==> config.mk <==
export PLATFORM = sky130hd
export DESIGN_NAME = arp_cache_lru_table_top
export DESIGN_NICKNAME = d
export VERILOG_FILES = /design/src/rtl/arpc_pkg.sv /design/src/rtl/arpc_table.sv /design/src/rtl/arpc_scan.sv /design/src/rtl/arp_cache_lru_table_top.sv
export SDC_FILE = /design/constraint.sdc
export NUM_CORES = 2
export LEC_CHECK = 0
export ABC_AREA = 1
export BUFFER_PORTS_ARGS = -buffer_cell sky130_fd_sc_hd__buf_2
export CAP_MARGIN = 5
export CORE_MARGIN = 3
export CORE_UTILIZATION = 55
export CTS_BUF_LIST = sky130_fd_sc_hd__clkbuf_4 sky130_fd_sc_hd__clkbuf_8
export CTS_CLUSTER_SIZE = 16
export DETAILED_ROUTE_END_ITERATION = 12
export HOLD_SLACK_MARGIN = 0.15
export PLACE_DENSITY_LB_ADDON = 0.12
export SYNTH_ARGS = -nofsm -noshare
export SYNTH_HDL_FRONTEND = slang
export SYNTH_SLANG_ARGS = --single-unit
==> constraint.sdc <==
create_clock -name clock -period 15.2 [get_ports clock]
set_input_delay 1.52 -clock clock [delete_from_list [all_inputs] [get_ports clock]]
set_output_delay 1.52 -clock clock [all_outputs]
set_load 0.01 [all_outputs]
==> src/rtl/arpc_pkg.sv <==
// shared types, request codes and defaults for the arp cache lru table
`default_nettype none

package arpc_pkg;

   // default number of table slots
   localparam int ENTRIES_DEFAULT = 16;

   // field widths
   localparam int REQ_W   = 2;
   localparam int IP_W    = 32;
   localparam int MAC_W   = 48;
   localparam int INDEX_W = 8;
   localparam int STAMP_W = 64;

   // request codes
   localparam logic [REQ_W-1:0] REQ_INSERT   = 2'd0;
   localparam logic [REQ_W-1:0] REQ_LOOKUP   = 2'd1;
   localparam logic [REQ_W-1:0] REQ_SNAPSHOT = 2'd2;
   localparam logic [REQ_W-1:0] REQ_CLEAR    = 2'd3;

   // one stored slot word
   typedef struct packed {
      logic [IP_W-1:0]    ip;
      logic [MAC_W-1:0]   mac;
      logic [STAMP_W-1:0] stamp;
   } entry_type;

   // flags gathered by the scan unit
   typedef struct packed {
      logic match_found;
      logic free_found;
   } scan_status_type;

endpackage

`default_nettype wire

==> src/rtl/arpc_table.sv <==
// slot memory with one write port, one registered read port and per-slot valid bits
`default_nettype none

module arpc_table #(
   parameter int ENTRIES = arpc_pkg::ENTRIES_DEFAULT,
   parameter int IW      = $clog2(ENTRIES)
) (
   input  wire                 clock,
   input  wire                 reset,
   input  wire                 clear_all,
   input  wire                 wr_en,
   input  wire  [IW-1:0]       wr_addr,
   input  arpc_pkg::entry_type wr_data,
   input  wire                 rd_en,
   input  wire  [IW-1:0]       rd_addr,
   output arpc_pkg::entry_type rd_data,
   output logic                rd_valid
);

   arpc_pkg::entry_type mem [ENTRIES];
   arpc_pkg::entry_type rd_data_ff;
   logic [ENTRIES-1:0]  valid_ff;
   logic                rd_valid_ff;

   // slot storage, read data registered
   always_ff @(posedge clock) begin
      if (wr_en) begin
         mem[wr_addr] <= wr_data;
      end
      if (rd_en) begin
         rd_data_ff <= mem[rd_addr];
      end
   end

   // valid bits, cleared at once on reset or table clear
   always_ff @(posedge clock) begin
      if (reset || clear_all) begin
         valid_ff <= '0;
      end else if (wr_en) begin
         valid_ff[wr_addr] <= 1'b1;
      end
   end

   always_ff @(posedge clock) begin
      if (reset) begin
         rd_valid_ff <= 1'b0;
      end else if (rd_en) begin
         rd_valid_ff <= valid_ff[rd_addr];
      end
   end

   // an empty slot reads as all zero
   assign rd_data  = rd_valid_ff ? rd_data_ff : '0;
   assign rd_valid = rd_valid_ff;

endmodule

`default_nettype wire

==> src/rtl/arpc_scan.sv <==
// shared compare unit: first match, first free slot and oldest stamp over scanned beats
`default_nettype none

module arpc_scan #(
   parameter int IW = 4
) (
   input  wire                        clock,
   input  wire                        reset,
   input  wire                        clear,
   input  wire                        beat_en,
   input  wire  [IW-1:0]              beat_idx,
   input  wire                        beat_valid,
   input  arpc_pkg::entry_type        beat_data,
   input  wire  [arpc_pkg::IP_W-1:0]  key_ip,
   output arpc_pkg::scan_status_type  status,
   output logic [IW-1:0]              match_idx,
   output logic [arpc_pkg::MAC_W-1:0] match_mac,
   output logic [IW-1:0]              free_idx,
   output logic [IW-1:0]              lru_idx,
   output logic [arpc_pkg::IP_W-1:0]  lru_ip
);

   logic                          match_found_ff;
   logic                          free_found_ff;
   logic                          lru_seen_ff;
   logic [IW-1:0]                 match_idx_ff;
   logic [arpc_pkg::MAC_W-1:0]    match_mac_ff;
   logic [IW-1:0]                 free_idx_ff;
   logic [IW-1:0]                 lru_idx_ff;
   logic [arpc_pkg::IP_W-1:0]     lru_ip_ff;
   logic [arpc_pkg::STAMP_W-1:0]  best_stamp_ff;
   logic                          hit;
   logic                          older;

   // key compare and stamp compare for the current beat
   assign hit   = beat_valid && (beat_data.ip == key_ip);
   assign older = !lru_seen_ff || (beat_data.stamp < best_stamp_ff);

   // found flags
   always_ff @(posedge clock) begin
      if (reset || clear) begin
         match_found_ff <= 1'b0;
         free_found_ff  <= 1'b0;
         lru_seen_ff    <= 1'b0;
      end else if (beat_en) begin
         if (hit) begin
            match_found_ff <= 1'b1;
         end
         if (!beat_valid) begin
            free_found_ff <= 1'b1;
         end
         if (beat_valid && older) begin
            lru_seen_ff <= 1'b1;
         end
      end
   end

   // captured slot data, earliest slot kept on ties
   always_ff @(posedge clock) begin
      if (beat_en) begin
         if (hit && !match_found_ff) begin
            match_idx_ff <= beat_idx;
            match_mac_ff <= beat_data.mac;
         end
         if (!beat_valid && !free_found_ff) begin
            free_idx_ff <= beat_idx;
         end
         if (beat_valid && older) begin
            lru_idx_ff    <= beat_idx;
            lru_ip_ff     <= beat_data.ip;
            best_stamp_ff <= beat_data.stamp;
         end
      end
   end

   assign status.match_found = match_found_ff;
   assign status.free_found  = free_found_ff;
   assign match_idx          = match_idx_ff;
   assign match_mac          = match_mac_ff;
   assign free_idx           = free_idx_ff;
   assign lru_idx            = lru_idx_ff;
   assign lru_ip             = lru_ip_ff;

endmodule

`default_nettype wire

==> src/rtl/arp_cache_lru_table_top.sv <==
// top level: request sequencer, use clock and result registers of the arp cache lru table
`default_nettype none

// Fully associative IPv4-to-MAC table of ENTRIES slots with least-recently-used
// replacement. A request is taken when start is high and busy is low; busy then
// stays high until the result is out. Insert and lookup read every slot once
// through the single memory read port, then finish the compare and commit the
// result; snapshot reads the slot at the request index when it is in range, and
// clear empties the table. Every request gives exactly one result beat on the
// rsp_ ports, marked by rsp_strobe for one cycle; the receiver cannot stall, so
// it must take each beat as it comes. A new request may be started in the same
// cycle as the previous result beat.
module arp_cache_lru_table_top #(
   parameter int ENTRIES = arpc_pkg::ENTRIES_DEFAULT
) (
   input  wire                             clock,
   input  wire                             reset,
   input  wire                             start,
   output logic                            busy,
   input  wire  [arpc_pkg::REQ_W-1:0]      req_type,
   input  wire  [arpc_pkg::IP_W-1:0]       req_ip_addr,
   input  wire  [arpc_pkg::MAC_W-1:0]      req_mac_addr,
   input  wire  [arpc_pkg::INDEX_W-1:0]    req_entry_index,
   output logic                            rsp_strobe,
   output logic                            rsp_ok,
   output logic [arpc_pkg::MAC_W-1:0]      rsp_mac_result,
   output logic                            rsp_entry_valid,
   output logic [arpc_pkg::IP_W-1:0]       rsp_entry_ip,
   output logic [arpc_pkg::STAMP_W-1:0]    rsp_entry_stamp,
   output logic                            rsp_evicted,
   output logic [arpc_pkg::IP_W-1:0]       rsp_victim_ip
);

   localparam int IW = $clog2(ENTRIES);

   // sequencer states
   localparam logic [2:0] ST_IDLE     = 3'd0;
   localparam logic [2:0] ST_SCAN     = 3'd1;
   localparam logic [2:0] ST_LAST     = 3'd2;
   localparam logic [2:0] ST_COMMIT   = 3'd3;
   localparam logic [2:0] ST_SNAP_RD  = 3'd4;
   localparam logic [2:0] ST_SNAP_RSP = 3'd5;
   localparam logic [2:0] ST_CLEAR    = 3'd6;

   logic [2:0]                       state_ff, state_in;
   logic [IW-1:0]                    cnt_ff, cnt_in;
   logic [arpc_pkg::STAMP_W-1:0]     clk_ff, clk_in;
   logic                             beat_en_ff;
   logic [IW-1:0]                    beat_idx_ff;

   logic [arpc_pkg::REQ_W-1:0]       req_type_ff;
   logic [arpc_pkg::IP_W-1:0]        req_ip_ff;
   logic [arpc_pkg::MAC_W-1:0]       req_mac_ff;
   logic [arpc_pkg::INDEX_W-1:0]     req_idx_ff;

   logic                             strobe_ff, strobe_in;
   logic                             ok_ff, ok_in;
   logic [arpc_pkg::MAC_W-1:0]       mac_ff, mac_in;
   logic                             ev_ff, ev_in;
   logic [arpc_pkg::IP_W-1:0]        ev_ip_ff, ev_ip_in;
   logic                             ent_valid_ff, ent_valid_in;
   logic [arpc_pkg::IP_W-1:0]        ent_ip_ff, ent_ip_in;
   logic [arpc_pkg::STAMP_W-1:0]     ent_stamp_ff, ent_stamp_in;

   logic                             accept;
   logic                             in_range;
   logic [arpc_pkg::STAMP_W-1:0]     stamp_next;
   logic [IW-1:0]                    victim;

   logic                             clear_all;
   logic                             wr_en;
   logic [IW-1:0]                    wr_addr;
   arpc_pkg::entry_type              wr_data;
   logic                             rd_en;
   logic [IW-1:0]                    rd_addr;
   arpc_pkg::entry_type              rd_data;
   logic                             rd_valid;

   arpc_pkg::scan_status_type        scan_status;
   logic [IW-1:0]                    match_idx;
   logic [arpc_pkg::MAC_W-1:0]       match_mac;
   logic [IW-1:0]                    free_idx;
   logic [IW-1:0]                    lru_idx;
   logic [arpc_pkg::IP_W-1:0]        lru_ip;

   assign busy       = (state_ff != ST_IDLE);
   assign accept     = start && (state_ff == ST_IDLE);
   assign in_range   = req_idx_ff < arpc_pkg::INDEX_W'(ENTRIES);
   assign stamp_next = clk_ff + arpc_pkg::STAMP_W'(1);

   // slot chosen by an insert: match, else first free, else oldest
   assign victim = scan_status.match_found ? match_idx :
                   scan_status.free_found  ? free_idx  : lru_idx;

   // slot storage
   arpc_table #(
      .ENTRIES (ENTRIES),
      .IW      (IW)
   ) u_table (
      .clock     (clock),
      .reset     (reset),
      .clear_all (clear_all),
      .wr_en     (wr_en),
      .wr_addr   (wr_addr),
      .wr_data   (wr_data),
      .rd_en     (rd_en),
      .rd_addr   (rd_addr),
      .rd_data   (rd_data),
      .rd_valid  (rd_valid)
   );

   // compare unit fed one slot per cycle
   arpc_scan #(
      .IW (IW)
   ) u_scan (
      .clock      (clock),
      .reset      (reset),
      .clear      (accept),
      .beat_en    (beat_en_ff),
      .beat_idx   (beat_idx_ff),
      .beat_valid (rd_valid),
      .beat_data  (rd_data),
      .key_ip     (req_ip_ff),
      .status     (scan_status),
      .match_idx  (match_idx),
      .match_mac  (match_mac),
      .free_idx   (free_idx),
      .lru_idx    (lru_idx),
      .lru_ip     (lru_ip)
   );

   // sequencer and result selection
   always_comb begin
      state_in     = state_ff;
      cnt_in       = cnt_ff;
      clk_in       = clk_ff;
      clear_all    = 1'b0;
      wr_en        = 1'b0;
      wr_addr      = victim;
      wr_data.ip   = req_ip_ff;
      wr_data.mac  = req_mac_ff;
      wr_data.stamp = stamp_next;
      rd_en        = 1'b0;
      rd_addr      = cnt_ff;
      strobe_in    = 1'b0;
      ok_in        = 1'b0;
      mac_in       = '0;
      ev_in        = 1'b0;
      ev_ip_in     = '0;
      ent_valid_in = 1'b0;
      ent_ip_in    = '0;
      ent_stamp_in = '0;
      case (state_ff)
         ST_IDLE: begin
            if (start) begin
               cnt_in = '0;
               case (req_type)
                  arpc_pkg::REQ_INSERT:   state_in = ST_SCAN;
                  arpc_pkg::REQ_LOOKUP:   state_in = ST_SCAN;
                  arpc_pkg::REQ_SNAPSHOT: state_in = ST_SNAP_RD;
                  default:                state_in = ST_CLEAR;
               endcase
            end
         end
         ST_SCAN: begin
            rd_en = 1'b1;
            if (cnt_ff == IW'(ENTRIES - 1)) begin
               state_in = ST_LAST;
            end else begin
               cnt_in = cnt_ff + IW'(1);
            end
         end
         ST_LAST: begin
            state_in = ST_COMMIT;
         end
         ST_COMMIT: begin
            state_in  = ST_IDLE;
            strobe_in = 1'b1;
            if (req_type_ff == arpc_pkg::REQ_INSERT) begin
               wr_en  = 1'b1;
               clk_in = stamp_next;
               ok_in  = 1'b1;
               if (!scan_status.match_found && !scan_status.free_found) begin
                  ev_in    = 1'b1;
                  ev_ip_in = lru_ip;
               end
            end else if (scan_status.match_found) begin
               // lookup hit refreshes the stamp
               wr_en       = 1'b1;
               wr_addr     = match_idx;
               wr_data.mac = match_mac;
               clk_in      = stamp_next;
               ok_in       = 1'b1;
               mac_in      = match_mac;
            end
         end
         ST_SNAP_RD: begin
            rd_en    = in_range;
            rd_addr  = req_idx_ff[IW-1:0];
            state_in = ST_SNAP_RSP;
         end
         ST_SNAP_RSP: begin
            state_in  = ST_IDLE;
            strobe_in = 1'b1;
            if (in_range) begin
               ok_in        = 1'b1;
               mac_in       = rd_data.mac;
               ent_valid_in = rd_valid;
               ent_ip_in    = rd_data.ip;
               ent_stamp_in = rd_data.stamp;
            end
         end
         ST_CLEAR: begin
            clear_all = 1'b1;
            clk_in    = '0;
            state_in  = ST_IDLE;
            strobe_in = 1'b1;
            ok_in     = 1'b1;
         end
         default: begin
            state_in = ST_IDLE;
         end
      endcase
   end

   // control state
   always_ff @(posedge clock) begin
      if (reset) begin
         state_ff   <= ST_IDLE;
         cnt_ff     <= '0;
         clk_ff     <= '0;
         beat_en_ff <= 1'b0;
         strobe_ff  <= 1'b0;
      end else begin
         state_ff   <= state_in;
         cnt_ff     <= cnt_in;
         clk_ff     <= clk_in;
         beat_en_ff <= (state_ff == ST_SCAN);
         strobe_ff  <= strobe_in;
      end
   end

   // request beat capture and scan index tag
   always_ff @(posedge clock) begin
      beat_idx_ff <= cnt_ff;
      if (accept) begin
         req_type_ff <= req_type;
         req_ip_ff   <= req_ip_addr;
         req_mac_ff  <= req_mac_addr;
         req_idx_ff  <= req_entry_index;
      end
   end

   // result beat registers
   always_ff @(posedge clock) begin
      if (strobe_in) begin
         ok_ff        <= ok_in;
         mac_ff       <= mac_in;
         ev_ff        <= ev_in;
         ev_ip_ff     <= ev_ip_in;
         ent_valid_ff <= ent_valid_in;
         ent_ip_ff    <= ent_ip_in;
         ent_stamp_ff <= ent_stamp_in;
      end
   end

   assign rsp_strobe      = strobe_ff;
   assign rsp_ok          = ok_ff;
   assign rsp_mac_result  = mac_ff;
   assign rsp_entry_valid = ent_valid_ff;
   assign rsp_entry_ip    = ent_ip_ff;
   assign rsp_entry_stamp = ent_stamp_ff;
   assign rsp_evicted     = ev_ff;
   assign rsp_victim_ip   = ev_ip_ff;

endmodule

`default_nettype wire
---- Word-level counts from Yosys, hierarchy flattened ----
Memories as Yosys holds them, arrays and structs flattened. A register that Yosys moved wholly into a read port is not among the register bits.
Index checks and enable logic that the tools add are counted.
word-level totals
  register bits after elaboration ......... 522
  input port bits ......................... 93
  output and inout bits ................... 181
  RAM bits ................................ 2304
  memories kept ........................... 1
  logic and storage cells ................. 124
cells by class
  reduce and logical (&&, ||, !) cells .... 33
  order comparisons ....................... 5
  bitwise gates (word level) .............. 2
  multiplexer cells ....................... 39
  $add $sub $neg .......................... 2
  equal/unequal tests ..................... 14
memory list
  memory       depth  bits a word  rd ports  clocked after memory_dff  wr ports  RTL line          text
  u_table.mem  16     144          1         1                         1         arpc_table.sv:20  arpc_pkg::entry_type mem [ENTRIES];
operators by type and width
  kind                     number
  $mux W48                 6
  $mux W144                1
  $mux W64                 2
  $pmux W64 S2             1
  $pmux W48 S2             1
  $add A64 B1 Y64 const B  1
  $lt A64 B64 Y1           1
  $eq A32 B32 Y1           1
  $mux W4                  8
  $reduce_and A2 Y1        9
  $or A16 B16 Y16          1
  $pmux W3 S4              1
  $mux W1                  11
  $lt A4 B5 Y1 const B     2
  $eq A3 B3 Y1 const B     3
  $lt A8 B5 Y1 const B     1
  $pmux W4 S2              1
  $logic_and A1 B1 Y1      7
  $eq A3 B2 Y1 const B     2
  $mux W3                  2
  $ne A2 B2 Y1 const B     3
  $pmux W3 S2              1
  $reduce_and A3 Y1        2
  $add A4 B1 Y4 const B    1
  19 further kinds         26

---- Depth between registers and ports, before layout ----
  depth in word-level cells ............... 10
  depth in mapped cells ................... 20
  mapped depth without buffers ............ 16

---- By module ----
A second synthesis with hierarchy kept.
unflattened totals
  cell total of the unflattened synthesis .. 9519
  area, all modules ....................... 118482.4 um^2
modules (own cells, without submodules)
  module                   times used  area each (um^2)  sequential area each (um^2)  cells each
  arpc_table               1           96049.6           73850.8                      7292
  arp_cache_lru_table_top  1           15214.6           9619.2                       1638
  arpc_scan                1           7218.2            4744.6                       589

---- Least setup slack after synthesis ----
Ideal clock, no wire load.
  kind .................................... reg-to-reg
  start point ............................. register req_idx_ff[7] (netlist name)
  end point ............................... register u_table.rd_valid_ff, in the netlist u_table.rd_valid
  setup slack ............................. 3.522 ns
  setup time .............................. 0.060 ns
  data arrival time ....................... 11.618 ns
  data required time ...................... 15.140 ns
  stages on the path, launching flop included .. 8
  buffers on the path ..................... 0
  clock period less this slack ............ 11.678 ns
  cells stage by stage .................... edfxtp_1 nor4_1 inv_1 o21ai_0 o21ai_0 inv_1 nand2_1 inv_1
on the way
  cells in the longest elaborated chain, start to end .. 2
ends and longest elaborated chain
  item                    RTL line                        text
  from (decl)             arp_cache_lru_table_top.sv:54   logic [arpc_pkg::INDEX_W-1:0] req_idx_ff;
  from (signal assigned)  arp_cache_lru_table_top.sv:250  req_idx_ff <= req_entry_index;
  $lt A8 B5 Y1            arp_cache_lru_table_top.sv:88   assign in_range = req_idx_ff < arpc_pkg::INDEX_W'(ENTRIES);
  $pmux W1 S2             arp_cache_lru_table_top.sv:153  case (state_ff)
  net rd_en               arp_cache_lru_table_top.sv:74   logic rd_en;
  to (signal assigned)    arpc_table.sv:48                rd_valid_ff <= valid_ff[rd_addr];
  to (decl)               arpc_table.sv:23                logic rd_valid_ff;
The timed path passes the listed nets, and every way through them passes these cells.
A chain may end at the register's enable or synchronous reset.

---- Final worst setup path ----
  start point ............................. register state_ff[0]
  end point ............................... register, netlist name u_table.rd_data_ff[29]
on the way
  cells in the longest elaborated chain, start to end .. 2
  elaborated cells on any way between the ends .. 4
  classes of those cells .................. eq/ne (2); mux (2)
ends and longest elaborated chain
  item                                                 RTL line                        text
  from (decl)                                          arp_cache_lru_table_top.sv:45   logic [2:0] state_ff, state_in;
  from (signal assigned)                               arp_cache_lru_table_top.sv:235  state_ff <= state_in;
  $eq A3 B3 Y1 / $eq A3 B1 Y1 (equally long branches)  arp_cache_lru_table_top.sv:153
  $pmux W1 S2 / $mux W4 (equally long branches)        arp_cache_lru_table_top.sv:153
Parallel ways exist; a longest one is shown, timed or not.

==> qor.txt <==
Result of the run: finished clean
Via count of the first global-routing pass: 72.07k
Initial Utilization: 55.36%
Violation count after the first detailed-routing iteration: 9038
Number of maximum-capacitance constraint violations: 0
Die boundary width: 465.5 um
Post-synth design cell area: 0.1161 mm^2
Clock latency at the later pin of the worst-skew pair: 1.13 ns
Via density: 6.063
Total power per unit cell area: 154.2 mW/mm^2
Termination of the worst setup path: u_table.rd_data_ff[29]
Final critical-path share of the clock period: 33.24%
CTS root buf: sky130_fd_sc_hd__clkbuf_8
F_max: 198.0 MHz
Final design instance area without fill: 0.1296 mm^2
CTS-repair resized insts: 0
Max-slew violation count: 0
Met3 wire length: 26.74 mm
Unique masters post-synth: 44
Worst Path Buf+Inv: 3
Number of ports placed on the die boundary: 274
Die H: 465.5 um
Required time at the worst-slack endpoint: 16.17 ns
Clk sink count: 2970
M1 wire length: 128.7 mm
First-pass GRT wire length: 461.0 mm
DRC errors left: 0
Routed wire length: 312.6 mm
# nets final: 9193
Worst reg2reg startpoint: state_ff[0]
Core area: 0.2098 mm^2
Yosys warning total: 0
Clock slew at reported path FFs: 0.06 ns
Worst Path Arrival: 6.02 ns
Total leakage power: 0.04409 uW
Hold Buf Count CTS: 0
Final non-filler cell total: 12.23k
Synthesized flop and latch total: 2970
Largest net degree at the start of global routing: 218
Number of H-tree levels: 5
Max-slew headroom: 8.366%
Fraction of layout cells with a size suffix above 1: 13.15%
Chain of cells forming the critical path: nor2_4 > nand2_4 > nand2_1 > nand2_8 > buf_4 > buf_4 > buf_4 > o21ai_0 > o22ai_1 > o211ai_1 > nand2_1
Average routed wire per standard cell: 25.56 um
Top sig layer: met4
Crit path max-delay cell type: sky130_fd_sc_hd__buf_4
Launching instance or port of the critical path: state_ff[0]
Number of buffers created by CTS: 476
Placed cell areas: 0.1205 mm^2
Number of buffers inserted by post-CTS setup repair: 0
Number of instances in the placed design: 11.36k
Final period demand of the worst path: 5.052 ns
Synthesized instance count: 8626
Util after Layout: 61.80%
Maximum buffer depth of the clock tree: 4
Largest fanout of any net on the critical path: 168
Met2 routed wirelength: 148.0 mm
Primary flip-flop cell chosen by synthesis mapping: sky130_fd_sc_hd__edfxtp_1
Total number of vias: 74.15k
Post-synthesis net count: 8784
Nature of the critical path startpoint: flop
Final Wtd Congestion: 0.9120
CP endpoint kind: flop
Final worst hold slack: 0.3983 ns
Number of enable flip-flop cells after synthesis: 2873
Number of nets with antenna violations after detailed routing: 0
Part of the Yosys area used for sequential elements: 75.96%
Number of antenna violations at the first check in global routing: 12
Synth-to-Final Area Change: 11.64%
Most common cell type on the critical path: sky130_fd_sc_hd__buf_4
Logic depth of the worst path, buffers included: 11
All-Layer GR Usage: 28.36%
Clock tree from TritonCTS: done
First-pass detailed-route iteration total: 8
Worst Clk Skew: 0.07677 ns
Unrepaired setup endpoints after global routing: false
Max stage delay on crit path: 0.88 ns
Setup violations, final: 0
Transition time at the pin with the least slew margin: 1.370 ns
R2r endpoint: u_table.rd_data_ff[29]
Asr flop ratio synth: 0%
Total Die Area: 0.2167 mm^2
Worst setup path category: flop to flop
Sum of net half-perimeters after detailed placement: 153.5 mm
Placement row count: 168
Sum of negative setup slack: 0 ns
Count of port buffers added during placement: 273
GRT overflow: 0
Min-Delay Path Class: flop to flop
Post-Syn Area per Cell: 13.46 um^2
Peak supply drop: 0.1729 mV
Reg-to-reg slack, setup: 10.15 ns
Largest delay share family, worst path: buffers and inverters
Final number of hold-violating endpoints: 0
Number of cell instances on the worst register-to-register path: 11
-- area by class of cell --
class                      instances  area (um^2)
tap                             2805         3510
clock inverter                   229         1333
antenna                           13        32.53
fill                           16090        80130
inverter                         449         1715
clock buffer                     626         7759
multi-input combinational       4659        24040
sequential                      2970        88220
timing repair buffer             479         3044
-- layer usage --
metal  GRT usage [%]  vias up
met2           45.44     3578
met5               0        -
li1                -    32800
met3           4.278      612
met4           9.287        0
met1           40.30    37160
-- through the flow --
| step | worst slack, ns | total power [uW] |
|---|---|---|
| detailed placement | 10.18 | 13530 |
| CTS | 10.09 | 20060 |
| global route | 9.664 | 20880 |
| floorplan | 3.522 | 12420 |
| finish | 10.15 | 19990 |
| global placement | 10.34 | 13440 |
-- cells in the mapped netlist, types with 3 or more instances --
cell type	n	area (um^2)
sky130_fd_sc_hd__buf_4	16	120.1
sky130_fd_sc_hd__and2_1	3	18.77
sky130_fd_sc_hd__dfxtp_1	97	1942
sky130_fd_sc_hd__xor2_1	44	385.4
sky130_fd_sc_hd__nand3_1	139	695.7
sky130_fd_sc_hd__inv_1	446	1674
sky130_fd_sc_hd__buf_2	225	1126
sky130_fd_sc_hd__or2_2	9	56.30
sky130_fd_sc_hd__edfxtp_1	2873	86270
sky130_fd_sc_hd__clkbuf_1	278	1044
sky130_fd_sc_hd__nor4_1	7	43.79
sky130_fd_sc_hd__ha_1	65	813.3
sky130_fd_sc_hd__o21ai_0	1187	5941
sky130_fd_sc_hd__a21oi_1	101	505.5
sky130_fd_sc_hd__o221ai_1	380	3328
sky130_fd_sc_hd__o2111ai_1	4	35.03
sky130_fd_sc_hd__clkbuf_2	8	40.04
sky130_fd_sc_hd__a31oi_1	3	18.77
sky130_fd_sc_hd__xnor2_1	29	254.0
sky130_fd_sc_hd__nand2_1	658	2470
sky130_fd_sc_hd__o211ai_1	205	1539
sky130_fd_sc_hd__nor3_1	44	220.2
sky130_fd_sc_hd__nand4_1	25	156.4
sky130_fd_sc_hd__buf_1	19	71.32
sky130_fd_sc_hd__o21ai_1	94	470.5
sky130_fd_sc_hd__nor2_1	1441	5409
sky130_fd_sc_hd__o22ai_1	199	1245
-- kinds of logic after synthesis --
logic type,synth area share [%]
adder cells (fa/ha/maj),0.7003
buffers and inverters,3.538
flip-flops,75.96
AND/OR/NAND/NOR,7.910
XOR/XNOR,0.5645
AO/OA/AOI/OAI,11.33
-- flip-flops by register name, summed over array words and instances (netlist names), 48 cells and up --
| register | count |
|---|---|
| u_scan.best_stamp_ff | 64 |
| u_table.mem | 2304 |
| u_table.rd_data_ff | 144 |
| rsp_entry_stamp | 64 |
| req_mac_ff | 48 |
| clk_ff | 64 |
| rsp_mac_result | 48 |
| u_scan.match_mac | 48 |
-- placed cells by master (no fill, tap or decap), types with 4 or more instances in the layout --
cell / synthesis / layout
sky130_fd_sc_hd__nand4_1: 25 / 25
sky130_fd_sc_hd__clkbuf_8: 0 / 490
sky130_fd_sc_hd__o221ai_1: 380 / 380
sky130_fd_sc_hd__xor2_1: 44 / 44
sky130_fd_sc_hd__buf_2: 225 / 273
sky130_fd_sc_hd__ha_1: 65 / 65
sky130_fd_sc_hd__inv_8: 0 / 4
sky130_fd_sc_hd__o211ai_1: 205 / 205
sky130_fd_sc_hd__a21oi_1: 101 / 100
sky130_fd_sc_hd__nand2_1: 658 / 658
sky130_fd_sc_hd__nor4_1: 7 / 7
sky130_fd_sc_hd__o21ai_4: 2 / 5
sky130_fd_sc_hd__bufinv_16: 0 / 13
sky130_fd_sc_hd__o2111ai_1: 4 / 4
sky130_fd_sc_hd__clkinv_2: 0 / 55
sky130_fd_sc_hd__clkbuf_4: 0 / 137
sky130_fd_sc_hd__nand3_1: 139 / 138
sky130_fd_sc_hd__clkinvlp_4: 0 / 6
sky130_fd_sc_hd__o22ai_1: 199 / 199
sky130_fd_sc_hd__buf_4: 16 / 195
sky130_fd_sc_hd__clkinv_1: 1 / 151
sky130_fd_sc_hd__edfxtp_1: 2873 / 2873
sky130_fd_sc_hd__diode_2: 0 / 13
sky130_fd_sc_hd__or2_2: 9 / 9
sky130_fd_sc_hd__nor3_1: 44 / 43
sky130_fd_sc_hd__nor2_1: 1441 / 1422
sky130_fd_sc_hd__buf_12: 0 / 10
sky130_fd_sc_hd__dfxtp_1: 97 / 96
sky130_fd_sc_hd__nor2_4: 2 / 21
sky130_fd_sc_hd__xnor2_1: 29 / 28
sky130_fd_sc_hd__o21ai_0: 1187 / 1184
sky130_fd_sc_hd__inv_1: 446 / 443
sky130_fd_sc_hd__o21ai_1: 94 / 94
-- power breakdown --
| group | switching, uW | internal, uW | leakage (uW) | total, uW |
|---|---|---|---|---|
| Sequential | 209 | 9430 | 0.0270 | 9640 |
| Combinational | 2720 | 1050 | 0.0123 | 3770 |
| Clock | 3060 | 3530 | 0.00481 | 6580 |
-- worst min path at each step --
stage,startpoint,end,slack [ns],cells after the start
after global routing,cnt_ff[0],beat_idx_ff[0],0.39,0
after detailed placement,cnt_ff[2],beat_idx_ff[2],0.40,0
after CTS,cnt_ff[0],beat_idx_ff[0],0.39,0
final,cnt_ff[0],beat_idx_ff[0],0.40,0
after global placement,cnt_ff[0],beat_idx_ff[0],0.40,0
after floorplan,cnt_ff[3],beat_idx_ff[3],0.37,0
Power figures use the tool's default switching activity.
